<file path="config.mk">
export PLATFORM = sky130hd
export DESIGN_NAME = note_tone_synth_unit
export DESIGN_NICKNAME = d
export VERILOG_FILES = /design/src/nts_pkg.sv /design/src/nts_div.sv /design/src/nts_dp.sv /design/src/nts_ctrl.sv /design/src/note_tone_synth_unit.sv
export SDC_FILE = /design/constraint.sdc
export NUM_CORES = 2
export LEC_CHECK = 0
export BUFFER_PORTS_ARGS = -buffer_cell sky130_fd_sc_hd__buf_2
export CAP_MARGIN = 20
export CELL_PAD_IN_SITES_DETAIL_PLACEMENT = 0
export CELL_PAD_IN_SITES_GLOBAL_PLACEMENT = 1
export CORE_ASPECT_RATIO = 0.9
export CORE_MARGIN = 2
export CORE_UTILIZATION = 47
export DETAILED_ROUTE_END_ITERATION = 8
export PLACE_DENSITY = 0.87
export SYNTH_ARGS = -nofsm -noshare
export SYNTH_HDL_FRONTEND = slang
export SYNTH_SLANG_ARGS = --single-unit
</file>
<file path="constraint.sdc">
create_clock -name clk -period 11.95 [get_ports clk]
set_clock_uncertainty 0.15 [all_clocks]
set_input_delay 1.195 -clock clk [delete_from_list [all_inputs] [get_ports clk]]
set_output_delay 1.195 -clock clk [all_outputs]
set_load 0.05 [all_outputs]
</file>
<file path="src/nts_pkg.sv">
package nts_pkg;

	// field widths
	localparam int unsigned PHASE_BITS = 24;
	localparam int unsigned FREQ_W     = 16;
	localparam int unsigned DUR_W      = 16;
	localparam int unsigned VOL_W      = 4;
	localparam int unsigned WAVE_W     = 2;
	localparam int unsigned SR_W       = 17;
	localparam int unsigned SAMPLE_W   = 15;

	// note state widths
	localparam int unsigned LEN_W  = 23;
	localparam int unsigned RAMP_W = LEN_W - 4;
	localparam int unsigned PROD_W = DUR_W + SR_W;
	localparam int unsigned AMP_W  = 14;
	localparam int unsigned MAG_W  = 14;

	// note length: divide by 1000 as a three-bit shift, then times 2^37/125 rounded up
	localparam int unsigned LEN_PRE_SH = 3;
	localparam int unsigned LEN_RCP_W  = 31;
	localparam int unsigned LEN_RCP_SH = 37;
	localparam int unsigned LEN_RCP_PW = PROD_W - LEN_PRE_SH + LEN_RCP_W;

	// datapath widths
	localparam int unsigned VW     = PHASE_BITS + 3;
	localparam int unsigned XW     = PHASE_BITS + 1 + AMP_W;
	localparam int unsigned XH_W   = XW - PHASE_BITS;
	localparam int unsigned P1_W   = XH_W + RAMP_W;
	localparam int unsigned P2_W   = PHASE_BITS + RAMP_W;
	localparam int unsigned YW     = P1_W + 1;
	localparam int unsigned INCD_W = PHASE_BITS + FREQ_W;
	localparam int unsigned DIVD_W = (INCD_W > YW) ? INCD_W : YW;
	localparam int unsigned DIVS_W = RAMP_W;
	localparam int unsigned DCNT_W = $clog2(DIVD_W + 1);

	// constants
	localparam logic [LEN_W-1:0]     LEN_MAX    = '1;
	localparam logic [AMP_W-1:0]     AMP_STEP   = AMP_W'(600);
	localparam logic [31:0]          LCG_MUL    = 32'd1103515245;
	localparam logic [31:0]          LCG_ADD    = 32'd12345;
	localparam logic [31:0]          NOISE_SEED = 32'h0001_2345;
	localparam logic [SR_W-1:0]      SR_RESET   = SR_W'(44100);
	localparam logic [LEN_RCP_W-1:0] LEN_RCP    = 31'd1099511628;

	// request kinds
	localparam logic REQ_LOAD = 1'b0;
	localparam logic REQ_TICK = 1'b1;

	// waveforms
	localparam logic [WAVE_W-1:0] WAVE_SQUARE   = 2'd0;
	localparam logic [WAVE_W-1:0] WAVE_TRIANGLE = 2'd1;
	localparam logic [WAVE_W-1:0] WAVE_SAW      = 2'd2;
	localparam logic [WAVE_W-1:0] WAVE_NOISE    = 2'd3;

	// divider operand selection
	localparam logic [1:0] DIV_INC = 2'd1;
	localparam logic [1:0] DIV_ENV = 2'd2;

	typedef struct packed {
		logic              req_type;
		logic [FREQ_W-1:0] freq_hz;
		logic [DUR_W-1:0]  dur_ms;
		logic [VOL_W-1:0]  volume;
		logic [WAVE_W-1:0] waveform;
	} req_t;

	typedef struct packed {
		logic signed [SAMPLE_W-1:0] sample;
		logic                       last_of_note;
		logic                       playing;
	} rsp_t;

	typedef struct packed {
		logic       capture;
		logic       len_mul;
		logic       div_start;
		logic [1:0] div_sel;
		logic       len_store;
		logic       inc_store;
		logic       inc_zero;
		logic       wave;
		logic       mul_amp;
		logic       mul_env;
		logic       sum;
		logic       res_write;
		logic       res_note;
		logic       advance;
	} dp_cmd_t;

	typedef struct packed {
		logic active;
		logic shaped;
		logic sr_zero;
		logic div_busy;
		logic out_free;
	} dp_stat_t;

endpackage

</file>
<file path="src/nts_div.sv">
module nts_div (
	input  logic                       clk,
	input  logic                       arst_n,
	input  logic                       start,
	input  logic [nts_pkg::DIVD_W-1:0] dividend,
	input  logic [nts_pkg::DIVS_W-1:0] divisor,
	output logic                       busy,
	output logic [nts_pkg::DIVD_W-1:0] quotient
);
	import nts_pkg::*;

	logic [DIVD_W-1:0] quo_q;
	logic [DIVS_W-1:0] rem_q;
	logic [DIVS_W-1:0] dvs_q;
	logic [DCNT_W-1:0] cnt_q;
	logic              busy_q;
	logic [DIVS_W:0]   trial;
	logic              fits;

	// one restoring step per cycle
	assign trial = {rem_q, quo_q[DIVD_W-1]};
	assign fits  = trial >= {1'b0, dvs_q};

	// control
	always_ff @(posedge clk or negedge arst_n) begin
		if (!arst_n) begin
			busy_q <= 1'b0;
			cnt_q  <= '0;
		end else if (start) begin
			busy_q <= 1'b1;
			cnt_q  <= DCNT_W'(DIVD_W);
		end else if (busy_q) begin
			cnt_q <= cnt_q - DCNT_W'(1);
			if (cnt_q == DCNT_W'(1)) begin
				busy_q <= 1'b0;
			end
		end
	end

	// operands and partial remainder
	always_ff @(posedge clk) begin
		if (start) begin
			quo_q <= dividend;
			rem_q <= '0;
			dvs_q <= divisor;
		end else if (busy_q) begin
			quo_q <= {quo_q[DIVD_W-2:0], fits};
			rem_q <= fits ? DIVS_W'(trial - {1'b0, dvs_q}) : trial[DIVS_W-1:0];
		end
	end

	assign busy     = busy_q;
	assign quotient = quo_q;

endmodule

</file>
<file path="src/nts_dp.sv">
module nts_dp (
	input  logic                     clk,
	input  logic                     arst_n,
	input  nts_pkg::dp_cmd_t         cmd,
	output nts_pkg::dp_stat_t        stat,
	input  nts_pkg::req_t            req,
	input  logic                     cfg_we,
	input  logic [nts_pkg::SR_W-1:0] cfg_wdata,
	input  logic                     rsp_stall,
	output logic                     rsp_valid,
	output nts_pkg::rsp_t            rsp
);
	import nts_pkg::*;

	localparam logic signed [VW-1:0] FULL = VW'(1) << PHASE_BITS;

	// configuration and note state
	logic [SR_W-1:0]       sr_q;
	logic [PHASE_BITS-1:0] phase_q;
	logic [PHASE_BITS-1:0] inc_q;
	logic [LEN_W-1:0]      len_q;
	logic [LEN_W-1:0]      idx_q;
	logic [RAMP_W-1:0]     ramp_q;
	logic [VOL_W-1:0]      vol_q;
	logic [WAVE_W-1:0]     wave_q;
	logic [31:0]           noise_q;

	// load buffer
	logic [FREQ_W-1:0] ld_freq_q;
	logic [DUR_W-1:0]  ld_dur_q;
	logic [VOL_W-1:0]  ld_vol_q;
	logic [WAVE_W-1:0] ld_wave_q;
	logic [PROD_W-1:0] prod_q;

	// sample working registers
	logic                  neg_q;
	logic [PHASE_BITS:0]   absv_q;
	logic                  shaped_q;
	logic [RAMP_W-1:0]     en_q;
	logic [XW-1:0]         x_q;
	logic [P1_W-1:0]       p1_q;
	logic [P2_W-1:0]       p2_q;
	logic [YW-1:0]         y_q;

	// output register
	logic rsp_valid_q;
	rsp_t rsp_q;

	// divider
	logic [DIVD_W-1:0] div_dividend;
	logic [DIVS_W-1:0] div_divisor;
	logic              div_busy;
	logic [DIVD_W-1:0] div_quo;

	logic [LEN_RCP_PW-1:0]    len_rcp;
	logic [LEN_W-1:0]         len_new;
	logic [31:0]              noise_nxt;
	logic signed [VW-1:0]     p_ext;
	logic signed [VW-1:0]     vn;
	logic signed [VW-1:0]     vabs;
	logic                     ramp_head;
	logic                     ramp_tail;
	logic [AMP_W-1:0]         amp;
	logic [MAG_W-1:0]         mag;
	logic signed [SAMPLE_W-1:0] smp;

	nts_div u_div (
		.clk      (clk),
		.arst_n   (arst_n),
		.start    (cmd.div_start),
		.dividend (div_dividend),
		.divisor  (div_divisor),
		.busy     (div_busy),
		.quotient (div_quo)
	);

	// divider operand selection
	always_comb begin
		unique case (cmd.div_sel)
			DIV_INC: begin
				div_dividend = DIVD_W'({ld_freq_q, {PHASE_BITS{1'b0}}});
				div_divisor  = DIVS_W'(sr_q);
			end
			DIV_ENV: begin
				div_dividend = DIVD_W'(y_q);
				div_divisor  = ramp_q;
			end
			default: begin
				div_dividend = '0;
				div_divisor  = '0;
			end
		endcase
	end

	// note length: product over 1000 by reciprocal, with saturation
	assign len_rcp = LEN_RCP_PW'(prod_q[PROD_W-1:LEN_PRE_SH]) * LEN_RCP_PW'(LEN_RCP);
	assign len_new = (|len_rcp[LEN_RCP_PW-1:LEN_RCP_SH+LEN_W]) ? LEN_MAX
	                                                          : len_rcp[LEN_RCP_SH+LEN_W-1:LEN_RCP_SH];

	// wave value for the current phase
	assign noise_nxt = noise_q * LCG_MUL + LCG_ADD;
	assign p_ext     = $signed({3'b000, phase_q});

	always_comb begin
		unique case (wave_q)
			WAVE_SQUARE:   vn = phase_q[PHASE_BITS-1] ? -FULL : FULL;
			WAVE_TRIANGLE: vn = phase_q[PHASE_BITS-1] ? (FULL + (FULL <<< 1)) - (p_ext <<< 2)
			                                          : (p_ext <<< 2) - FULL;
			WAVE_SAW:      vn = (p_ext <<< 1) - FULL;
			WAVE_NOISE:    vn = noise_nxt[16] ? FULL : -FULL;
			default:       vn = '0;
		endcase
	end

	assign vabs = vn[VW-1] ? -vn : vn;

	// envelope region
	assign ramp_head = idx_q < LEN_W'(ramp_q);
	assign ramp_tail = (ramp_q != '0) && (idx_q > (len_q - LEN_W'(ramp_q)));

	assign amp = AMP_W'(vol_q) * AMP_STEP;

	// result magnitude and sign
	assign mag = shaped_q ? div_quo[MAG_W-1:0] : x_q[PHASE_BITS+MAG_W-1:PHASE_BITS];
	assign smp = neg_q ? -$signed({1'b0, mag}) : $signed({1'b0, mag});

	// configuration and note state
	always_ff @(posedge clk or negedge arst_n) begin
		if (!arst_n) begin
			sr_q    <= SR_RESET;
			phase_q <= '0;
			inc_q   <= '0;
			len_q   <= '0;
			idx_q   <= '0;
			ramp_q  <= '0;
			vol_q   <= '0;
			wave_q  <= WAVE_SQUARE;
			noise_q <= NOISE_SEED;
		end else begin
			if (cfg_we) begin
				sr_q <= cfg_wdata;
			end
			if (cmd.len_store) begin
				len_q   <= len_new;
				ramp_q  <= len_new[LEN_W-1:4];
				idx_q   <= '0;
				phase_q <= '0;
				if (ld_freq_q == '0) begin
					vol_q  <= '0;
					wave_q <= WAVE_SQUARE;
				end else begin
					vol_q  <= ld_vol_q;
					wave_q <= ld_wave_q;
				end
			end
			if (cmd.inc_store) begin
				inc_q <= div_quo[PHASE_BITS-1:0];
			end else if (cmd.inc_zero) begin
				inc_q <= '0;
			end
			if (cmd.wave && (wave_q == WAVE_NOISE)) begin
				noise_q <= noise_nxt;
			end
			if (cmd.advance) begin
				idx_q   <= idx_q + LEN_W'(1);
				phase_q <= phase_q + inc_q;
			end
		end
	end

	// load buffer and sample pipeline
	always_ff @(posedge clk) begin
		if (cmd.capture) begin
			ld_freq_q <= req.freq_hz;
			ld_dur_q  <= req.dur_ms;
			ld_vol_q  <= req.volume;
			ld_wave_q <= req.waveform;
		end
		if (cmd.len_mul) begin
			prod_q <= PROD_W'(ld_dur_q) * PROD_W'(sr_q);
		end
		if (cmd.wave) begin
			neg_q    <= vn[VW-1];
			absv_q   <= vabs[PHASE_BITS:0];
			shaped_q <= ramp_head || ramp_tail;
			en_q     <= ramp_head ? idx_q[RAMP_W-1:0] : RAMP_W'(len_q - idx_q);
		end
		if (cmd.mul_amp) begin
			x_q <= XW'(absv_q) * XW'(amp);
		end
		if (cmd.mul_env) begin
			p1_q <= P1_W'(x_q[XW-1:PHASE_BITS]) * P1_W'(en_q);
			p2_q <= P2_W'(x_q[PHASE_BITS-1:0]) * P2_W'(en_q);
		end
		if (cmd.sum) begin
			y_q <= YW'(p1_q) + YW'(p2_q[P2_W-1:PHASE_BITS]);
		end
	end

	// output register
	always_ff @(posedge clk or negedge arst_n) begin
		if (!arst_n) begin
			rsp_valid_q <= 1'b0;
		end else if (cmd.res_write) begin
			rsp_valid_q <= 1'b1;
		end else if (!rsp_stall) begin
			rsp_valid_q <= 1'b0;
		end
	end

	always_ff @(posedge clk) begin
		if (cmd.res_write) begin
			if (cmd.res_note) begin
				rsp_q.sample       <= smp;
				rsp_q.last_of_note <= (idx_q + LEN_W'(1)) == len_q;
				rsp_q.playing      <= 1'b1;
			end else begin
				rsp_q.sample       <= '0;
				rsp_q.last_of_note <= 1'b0;
				rsp_q.playing      <= 1'b0;
			end
		end
	end

	// status
	assign stat.active   = idx_q < len_q;
	assign stat.shaped   = shaped_q;
	assign stat.sr_zero  = sr_q == '0;
	assign stat.div_busy = div_busy;
	assign stat.out_free = !rsp_valid_q || !rsp_stall;

	assign rsp_valid = rsp_valid_q;
	assign rsp       = rsp_q;

endmodule

</file>
<file path="src/nts_ctrl.sv">
module nts_ctrl (
	input  logic               clk,
	input  logic               arst_n,
	input  logic               req_valid,
	input  logic               req_type,
	output logic               req_stall,
	output nts_pkg::dp_cmd_t   cmd,
	input  nts_pkg::dp_stat_t  stat
);
	import nts_pkg::*;

	localparam logic [3:0] ST_IDLE         = 4'd0;
	localparam logic [3:0] ST_LD_MUL       = 4'd1;
	localparam logic [3:0] ST_LD_LEN       = 4'd2;
	localparam logic [3:0] ST_LD_INC       = 4'd4;
	localparam logic [3:0] ST_LD_INC_WAIT  = 4'd5;
	localparam logic [3:0] ST_WAVE         = 4'd6;
	localparam logic [3:0] ST_MUL_AMP      = 4'd7;
	localparam logic [3:0] ST_MUL_ENV      = 4'd8;
	localparam logic [3:0] ST_SUM          = 4'd9;
	localparam logic [3:0] ST_DIV_ENV      = 4'd10;
	localparam logic [3:0] ST_DIV_WAIT     = 4'd11;
	localparam logic [3:0] ST_EMIT         = 4'd12;
	localparam logic [3:0] ST_EMIT_IDLE    = 4'd13;

	logic [3:0] state_q;
	logic [3:0] state_d;
	logic       accept;

	assign req_stall = state_q != ST_IDLE;
	assign accept    = req_valid && !req_stall;

	// next state and commands
	always_comb begin
		state_d = state_q;
		cmd     = '0;
		cmd.div_sel = DIV_INC;
		unique case (state_q)
			ST_IDLE: begin
				if (accept) begin
					cmd.capture = 1'b1;
					if (req_type == REQ_LOAD) begin
						state_d = ST_LD_MUL;
					end else if (stat.active) begin
						state_d = ST_WAVE;
					end else begin
						state_d = ST_EMIT_IDLE;
					end
				end
			end
			ST_LD_MUL: begin
				cmd.len_mul = 1'b1;
				state_d     = ST_LD_LEN;
			end
			ST_LD_LEN: begin
				cmd.len_store = 1'b1;
				state_d       = ST_LD_INC;
			end
			ST_LD_INC: begin
				if (stat.sr_zero) begin
					cmd.inc_zero = 1'b1;
					state_d      = ST_IDLE;
				end else begin
					cmd.div_start = 1'b1;
					cmd.div_sel   = DIV_INC;
					state_d       = ST_LD_INC_WAIT;
				end
			end
			ST_LD_INC_WAIT: begin
				cmd.div_sel = DIV_INC;
				if (!stat.div_busy) begin
					cmd.inc_store = 1'b1;
					state_d       = ST_IDLE;
				end
			end
			ST_WAVE: begin
				cmd.wave = 1'b1;
				state_d  = ST_MUL_AMP;
			end
			ST_MUL_AMP: begin
				cmd.mul_amp = 1'b1;
				state_d     = stat.shaped ? ST_MUL_ENV : ST_EMIT;
			end
			ST_MUL_ENV: begin
				cmd.mul_env = 1'b1;
				state_d     = ST_SUM;
			end
			ST_SUM: begin
				cmd.sum = 1'b1;
				state_d = ST_DIV_ENV;
			end
			ST_DIV_ENV: begin
				cmd.div_start = 1'b1;
				cmd.div_sel   = DIV_ENV;
				state_d       = ST_DIV_WAIT;
			end
			ST_DIV_WAIT: begin
				cmd.div_sel = DIV_ENV;
				if (!stat.div_busy) begin
					state_d = ST_EMIT;
				end
			end
			ST_EMIT: begin
				if (stat.out_free) begin
					cmd.res_write = 1'b1;
					cmd.res_note  = 1'b1;
					cmd.advance   = 1'b1;
					state_d       = ST_IDLE;
				end
			end
			ST_EMIT_IDLE: begin
				if (stat.out_free) begin
					cmd.res_write = 1'b1;
					state_d       = ST_IDLE;
				end
			end
			default: begin
				state_d = ST_IDLE;
			end
		endcase
	end

	always_ff @(posedge clk or negedge arst_n) begin
		if (!arst_n) begin
			state_q <= ST_IDLE;
		end else begin
			state_q <= state_d;
		end
	end

	// the divider is never restarted while it is still working
	a_div_start_idle: assert property (@(posedge clk) disable iff (!arst_n)
		cmd.div_start |-> !stat.div_busy)
		else $error("divider started while busy");

	// a started division is seen as busy on the next cycle
	a_div_busy_after_start: assert property (@(posedge clk) disable iff (!arst_n)
		cmd.div_start |=> stat.div_busy)
		else $error("divider did not go busy after start");

	// a result is only written when the output register can take it
	a_res_write_free: assert property (@(posedge clk) disable iff (!arst_n)
		cmd.res_write |-> stat.out_free)
		else $error("result written over a pending one");

	// a tick with no note in progress goes straight to the silent result
	a_idle_tick: assert property (@(posedge clk) disable iff (!arst_n)
		(accept && (req_type == REQ_TICK) && !stat.active) |=> (state_q == ST_EMIT_IDLE))
		else $error("idle tick did not yield a silent result");

endmodule

</file>
<file path="src/note_tone_synth_unit.sv">
// channel   direction  handshake                 payload
// req       in         req_valid / req_stall     nts_pkg::req_t (load or tick request)
// rsp       out        rsp_valid / rsp_stall     nts_pkg::rsp_t (one sample per tick)
// cfg       in         cfg_we                    cfg_wdata, sample rate
//
// tick: on the flat part of a note the result follows WAVE and MUL_AMP; inside the attack
//   or decay ramp MUL_ENV, SUM and the one-bit-per-cycle divider come first; with no note
//   running a silent result is written; the next request can be taken as the result appears
// load: no result; the next request waits for LD_MUL, LD_LEN, LD_INC and the divider (not at sample rate 0)
// reset clears the note state, seeds the noise generator and sets 44100 samples/s
// a stalled result waits in the output register; only the next finished tick waits on it
module note_tone_synth_unit (
	input  logic                     clk,
	input  logic                     arst_n,
	input  logic                     req_valid,
	output logic                     req_stall,
	input  nts_pkg::req_t            req,
	output logic                     rsp_valid,
	input  logic                     rsp_stall,
	output nts_pkg::rsp_t            rsp,
	input  logic                     cfg_we,
	input  logic [nts_pkg::SR_W-1:0] cfg_wdata
);
	import nts_pkg::*;

	dp_cmd_t  cmd;
	dp_stat_t stat;

	// sequencer
	nts_ctrl u_ctrl (
		.clk       (clk),
		.arst_n    (arst_n),
		.req_valid (req_valid),
		.req_type  (req.req_type),
		.req_stall (req_stall),
		.cmd       (cmd),
		.stat      (stat)
	);

	// arithmetic, note state and output register
	nts_dp u_dp (
		.clk       (clk),
		.arst_n    (arst_n),
		.cmd       (cmd),
		.stat      (stat),
		.req       (req),
		.cfg_we    (cfg_we),
		.cfg_wdata (cfg_wdata),
		.rsp_stall (rsp_stall),
		.rsp_valid (rsp_valid),
		.rsp       (rsp)
	);

endmodule
</file>
# [Yosys cells after proc, flatten, opt, wreduce, memory -nomap -nowiden]
# Index checks and enable logic that the tools add are counted.
[classes] mul=7 mux=58 n_addsub=13 magnitude_cmp=4 reduce_logical=21 n_eq_ne=24
[ops] cell="$pmux 27 s4" n=1
[ops] cell="$mux 24" n=4
[ops] cell="$mux 27" n=3
[ops] cell="$mux 40" n=2
[ops] cell="$pmux 40 s2" n=1
[ops] cell="$mux 23" n=3
[ops] cell="$mul 30x29->59 const B" n=1
[ops] cell="$pmux 4 s12" n=1
[ops] cell="$mul 21x19->40" n=1
[ops] cell="$mux 19" n=2
[ops] cell="$pmux 19 s2" n=1
[ops] cell="$sub 19x19->19" n=2
[ops] cell="$mul 25x11->36" n=1
[ops] cell="$add 34x19->35" n=1
[ops] cell="$mul 15x19->34" n=1
[ops] cell="$mul 16x17->33" n=1
[ops] cell="$add 32x14->32 const B" n=1
[ops] cell="$mul 32x31->32 const B" n=1
[ops] cell="$mux 14" n=2
[ops] cell="$mux 4" n=7
[ops] cell="$sub 26x25->27 const B" n=1
[ops] cell="$sub 26x26->27 const A" n=1
[ops] cell="$sub 25x25->26 const B" n=1
[ops] cell="$mux 25" n=1
[ops] cell="other kinds (40)" n=86
[totals] output_inout_bits=19 in_bits=61 elab_cells=160 ff_bits=537

# [Logic depth before layout (Yosys ltp)]
[depth] ltp_word=6 ltp_mapped=30

# [Cells and area by module]
# From an unflattened synthesis, not the netlist that was laid out.
[unflattened] hier_cells=8317 area_unflattened_um2=79854.1
[by_module_without_submodules] module="nts_dp" n_inst=1 area_each_um2=74790.5 cells_each=7872
[by_module_without_submodules] module="nts_div" n_inst=1 area_each_um2=4589.4 cells_each=387
[by_module_without_submodules] module="nts_ctrl" n_inst=1 area_each_um2=474.2 cells_each=58

# [Worst setup path before layout]
# OpenSTA, ideal clock, no wires.
[synth_path] kind="register -> register" startpoint="reg u_dp.vol_q[2]" endpoint="reg u_dp.x_q[35] (data pin)" period_less_slack_ns=7.921 n_path_buf=2 setup_slack_ns=4.029 path_stages_with_launch=29 arrival_ns=7.513 path_cell_list="dfrtp_1 > ha_1 > fa_1 > ha_1 > a31oi_1 > nor2b_1 > o21a_1 > o21a_1 > o21ai_0 > xnor2_1 > clkbuf_1 > and2_1 > fa_1 > fa_1 > fa_1 > fa_1 > fa_1 > ha_1 > clkbuf_1 > a21o_1 > a21oi_1 > o221ai_1 > or4b_2 > nand2_1 > o31a_1 > a211oi_1 > or2_2 > a31oi_1 > xnor2_1"
[synth_via] elab_chain_cells=2
[synth_lines] element="start: declaration" line_no="nts_dp.sv:24" source="logic [VOL_W-1:0] vol_q;"
[synth_lines] element="start signal: assignment" line_no="nts_dp.sv:152" source="vol_q <= ld_vol_q;"
[synth_lines] element="$mul 4x7->11" line_no="nts_dp.sv:121" source="assign amp = AMP_W'(vol_q) * AMP_STEP;"
[synth_lines] element="$mul 25x11->36" line_no="nts_dp.sv:189" source="x_q <= XW'(absv_q) * XW'(amp);"
[synth_lines] element="end signal: assignment" line_no="nts_dp.sv:189"
[synth_lines] element="end: declaration" line_no="nts_dp.sv:40" source="logic [XW-1:0] x_q;"
# No other way between the ends.
# A chain may end at the register's enable or synchronous reset.

# [Worst setup path after layout]
# Ends and elaborated chain as after synthesis.

==> metrics.txt <==
run status completed; Synth Instances 8,324; clk slew on worst S/H paths 70 ps; dpl cells 10,400; root buf cell clkbuf_16; Primary FF master, synth edfxtp_1; TritonCTS buffer count 55; CP max stage delay 740 ps; Yosys top cell by area fa_1; Max Slew Vio Count 0; Placer Congestion 0.925; critical path launch point type flip-flop; vias in the first global route approximately 60,000; Clock Tree Buf Depth 3; yosys warns 0; aggregate routed wire length about 200 mm; fin nets 10,600; DP Worst Slack 2610 ps; H-tree Lvls 2; drt first pass iters 5; DR vias/cell 5.44; CP top delay family adder cells; share of post-route cells with drive strength above 1 0.0428; Worst R2R Path Depth 27; TritonCTS clock tree built; hold endpoint u_dp.wave_q[1]$_DFFE_PN0P_; post-synthesis net count 10,700; Initial Util 0.474; Mean Syn Cell Area 9.52 sq um; Worst Path Required 12,220 ps; Crit. Startpoint u_dp.vol_q[2]$_DFFE_PN0P_; largest net degree at the start of global routing 78; final hold viol count 0; max_slew headroom 0.214; Hold Crit Class flip-flop to flip-flop; cell depth of the worst hold path 1; Buf/Inv on CP 1; total number of vias around 57,000; CTS Hold Bufs 0; # rows about 140; fin crit period 8710 ps; final setup fails 0; ranking of synthesized cells by area fa_1 (32%), ha_1 (16%), edfxtp_1 (12%), inv_1 (8.0%), nand2_1 (5.0%); die span in x 437 um; Die ar. 172,000 sq um; core area about 170,000 sq um; Hold Startpoint u_dp.ld_wave_q[1]$_DFFE_PP_; kind of critical path flip-flop to flip-flop; sequential area share after synthesis 0.169; CP max FO 14; post-cts gate resize count 0; worst setup margin between 3000 and 4000 ps; antenna viol nets, final 0; Chip Height 393 um; Setup TNS 0 ps; postcts setup bufs 0; highest-delay cell along the critical path or4b_2; Critical Path AT ~9000 ps; synth cell count leaders inv_1 (1,688), fa_1 (1,256), nand2_1 (1,058); DR WL/cell 19.1 um; crit end category flip-flop; DP HPWL 156 mm; Synth Register Bits 477; DRC Markers 0; antenna violations before repair 5; share of the synthesized area in the top cell type 0.317; RSZ-0062 raised after global routing false; Max Fclk 0.115 GHz; RR Endpoint u_dp.x_q[35]$_DFFE_PN_; initial DRC count around 3,900; Most Frequent Cell on Critical Path fa_1; final worst path period share 0.729; first-pass GRT wire length approximately 330 mm; CTS sink cnt 477; total global-route track usage 0.240; Slew @ Worst Pin 1180 ps; number of synthesized flops with an enable pin between 300 and 400; reg2reg start u_dp.vol_q[2]$_DFFE_PN0P_; Non-Filler Instances 10,500; synthesized cell area 79,200 sq um; IO Count 80; Worst-Skew Late Latency 700 ps; I/O Buffers 79; async set-or-reset flop fraction in the synthesized netlist 0.306; maximum capacitance violations 0; Yosys cell types 83; reg2reg setup slack between 3000 and 4000 ps; GRT overflow 0; most numerous cell in the Yosys netlist inv_1; P&R area growth vs syn 5.94%
==> placed cells by master, fill, tap and decap left out, types with 90 or more instances in the layout <==
cell type  count
inv_1       1687
a21o_1        91
xnor2_1      237
nand2_1     1056
nor2_1       206
dfrtp_1      133
edfxtp_1     312
a21oi_1      254
nand3_1       90
and2_1       455
ha_1        1029
o21ai_0      234
xor2_1       107
fa_1        1256
==> sequential cells by signal (all words and copies together), names as in the netlist, 23 cells and up <==
name                 cells
u_dp.idx_q              23
u_dp.absv_q             24
u_dp.x_q                35
u_dp.phase_q            24
u_dp.u_div.quotient     40
u_dp.prod_q             30
u_dp.y_q                35
u_dp.p1_q               34
u_dp.inc_q              24
==> cell families after synthesis <==
family	count (synthesis)	synth area share
AO/OA/AOI/OAI	972	0.0792
XOR/XNOR	346	0.0383
adder cells (fa/ha/maj)	2285	0.480
buffers and inverters	2016	0.0955
flip-flops	477	0.169
multiplexers	64	0.00850
AND/OR/NAND/NOR	2164	0.129
==> metrics by stage <==
stage | area, sq um | hold WS (ps) | util
3_3_place_gp | 81800 | 312 | 0.490
4_1_cts | 83700 | 331 | 0.501
2_1_floorplan | 79200 | 293 | -
6_report | 83900 | 323 | 0.502
5_1_grt | 83900 | 353 | 0.502
3_5_place_dp | 81800 | 316 | 0.490
==> how the worst max path moves through the flow <==
stage                        endpoint  cells past startpoint
2_1_floorplan  u_dp.x_q[35]$_DFFE_PN_                     28
3_3_place_gp   u_dp.x_q[35]$_DFFE_PN_                     26
3_5_place_dp   u_dp.x_q[35]$_DFFE_PN_                     26
4_1_cts        u_dp.x_q[35]$_DFFE_PN_                     26
5_1_grt        u_dp.x_q[35]$_DFFE_PN_                     27
6_report       u_dp.x_q[35]$_DFFE_PN_                     27
==> cell type report <==
type	count	area, sq um
Antenna cell	2	5.00
Clock buffer	71	1540
Clock inverter	33	395
Fill cell	15300	83100
Inverter	1690	6340
Multi-Input combinational cell	5831	58300
Sequential cell	477	13400
Tap cell	2232	2790
Timing Repair Buffer	162	1120
==> layer usage <==
| metal | wire [um] | part of all wire | vias to the layer above | global-route usage |
|---|---|---|---|---|
| li1 | - | - | 26100 | - |
| met1 | 91400 | 0.46 | 29000 | 0.352 |
| met2 | 91600 | 0.46 | 1751 | 0.380 |
| met3 | 13700 | 0.068 | 259 | 0.0307 |
| met4 | 4180 | 0.021 | 0 | 0.0507 |
| met5 | 0 | 0 | - | 0 |
Power is left out: the tool's default activity adds up to more than one toggle a clock period on the data nets, which glitch-free logic cannot reach.
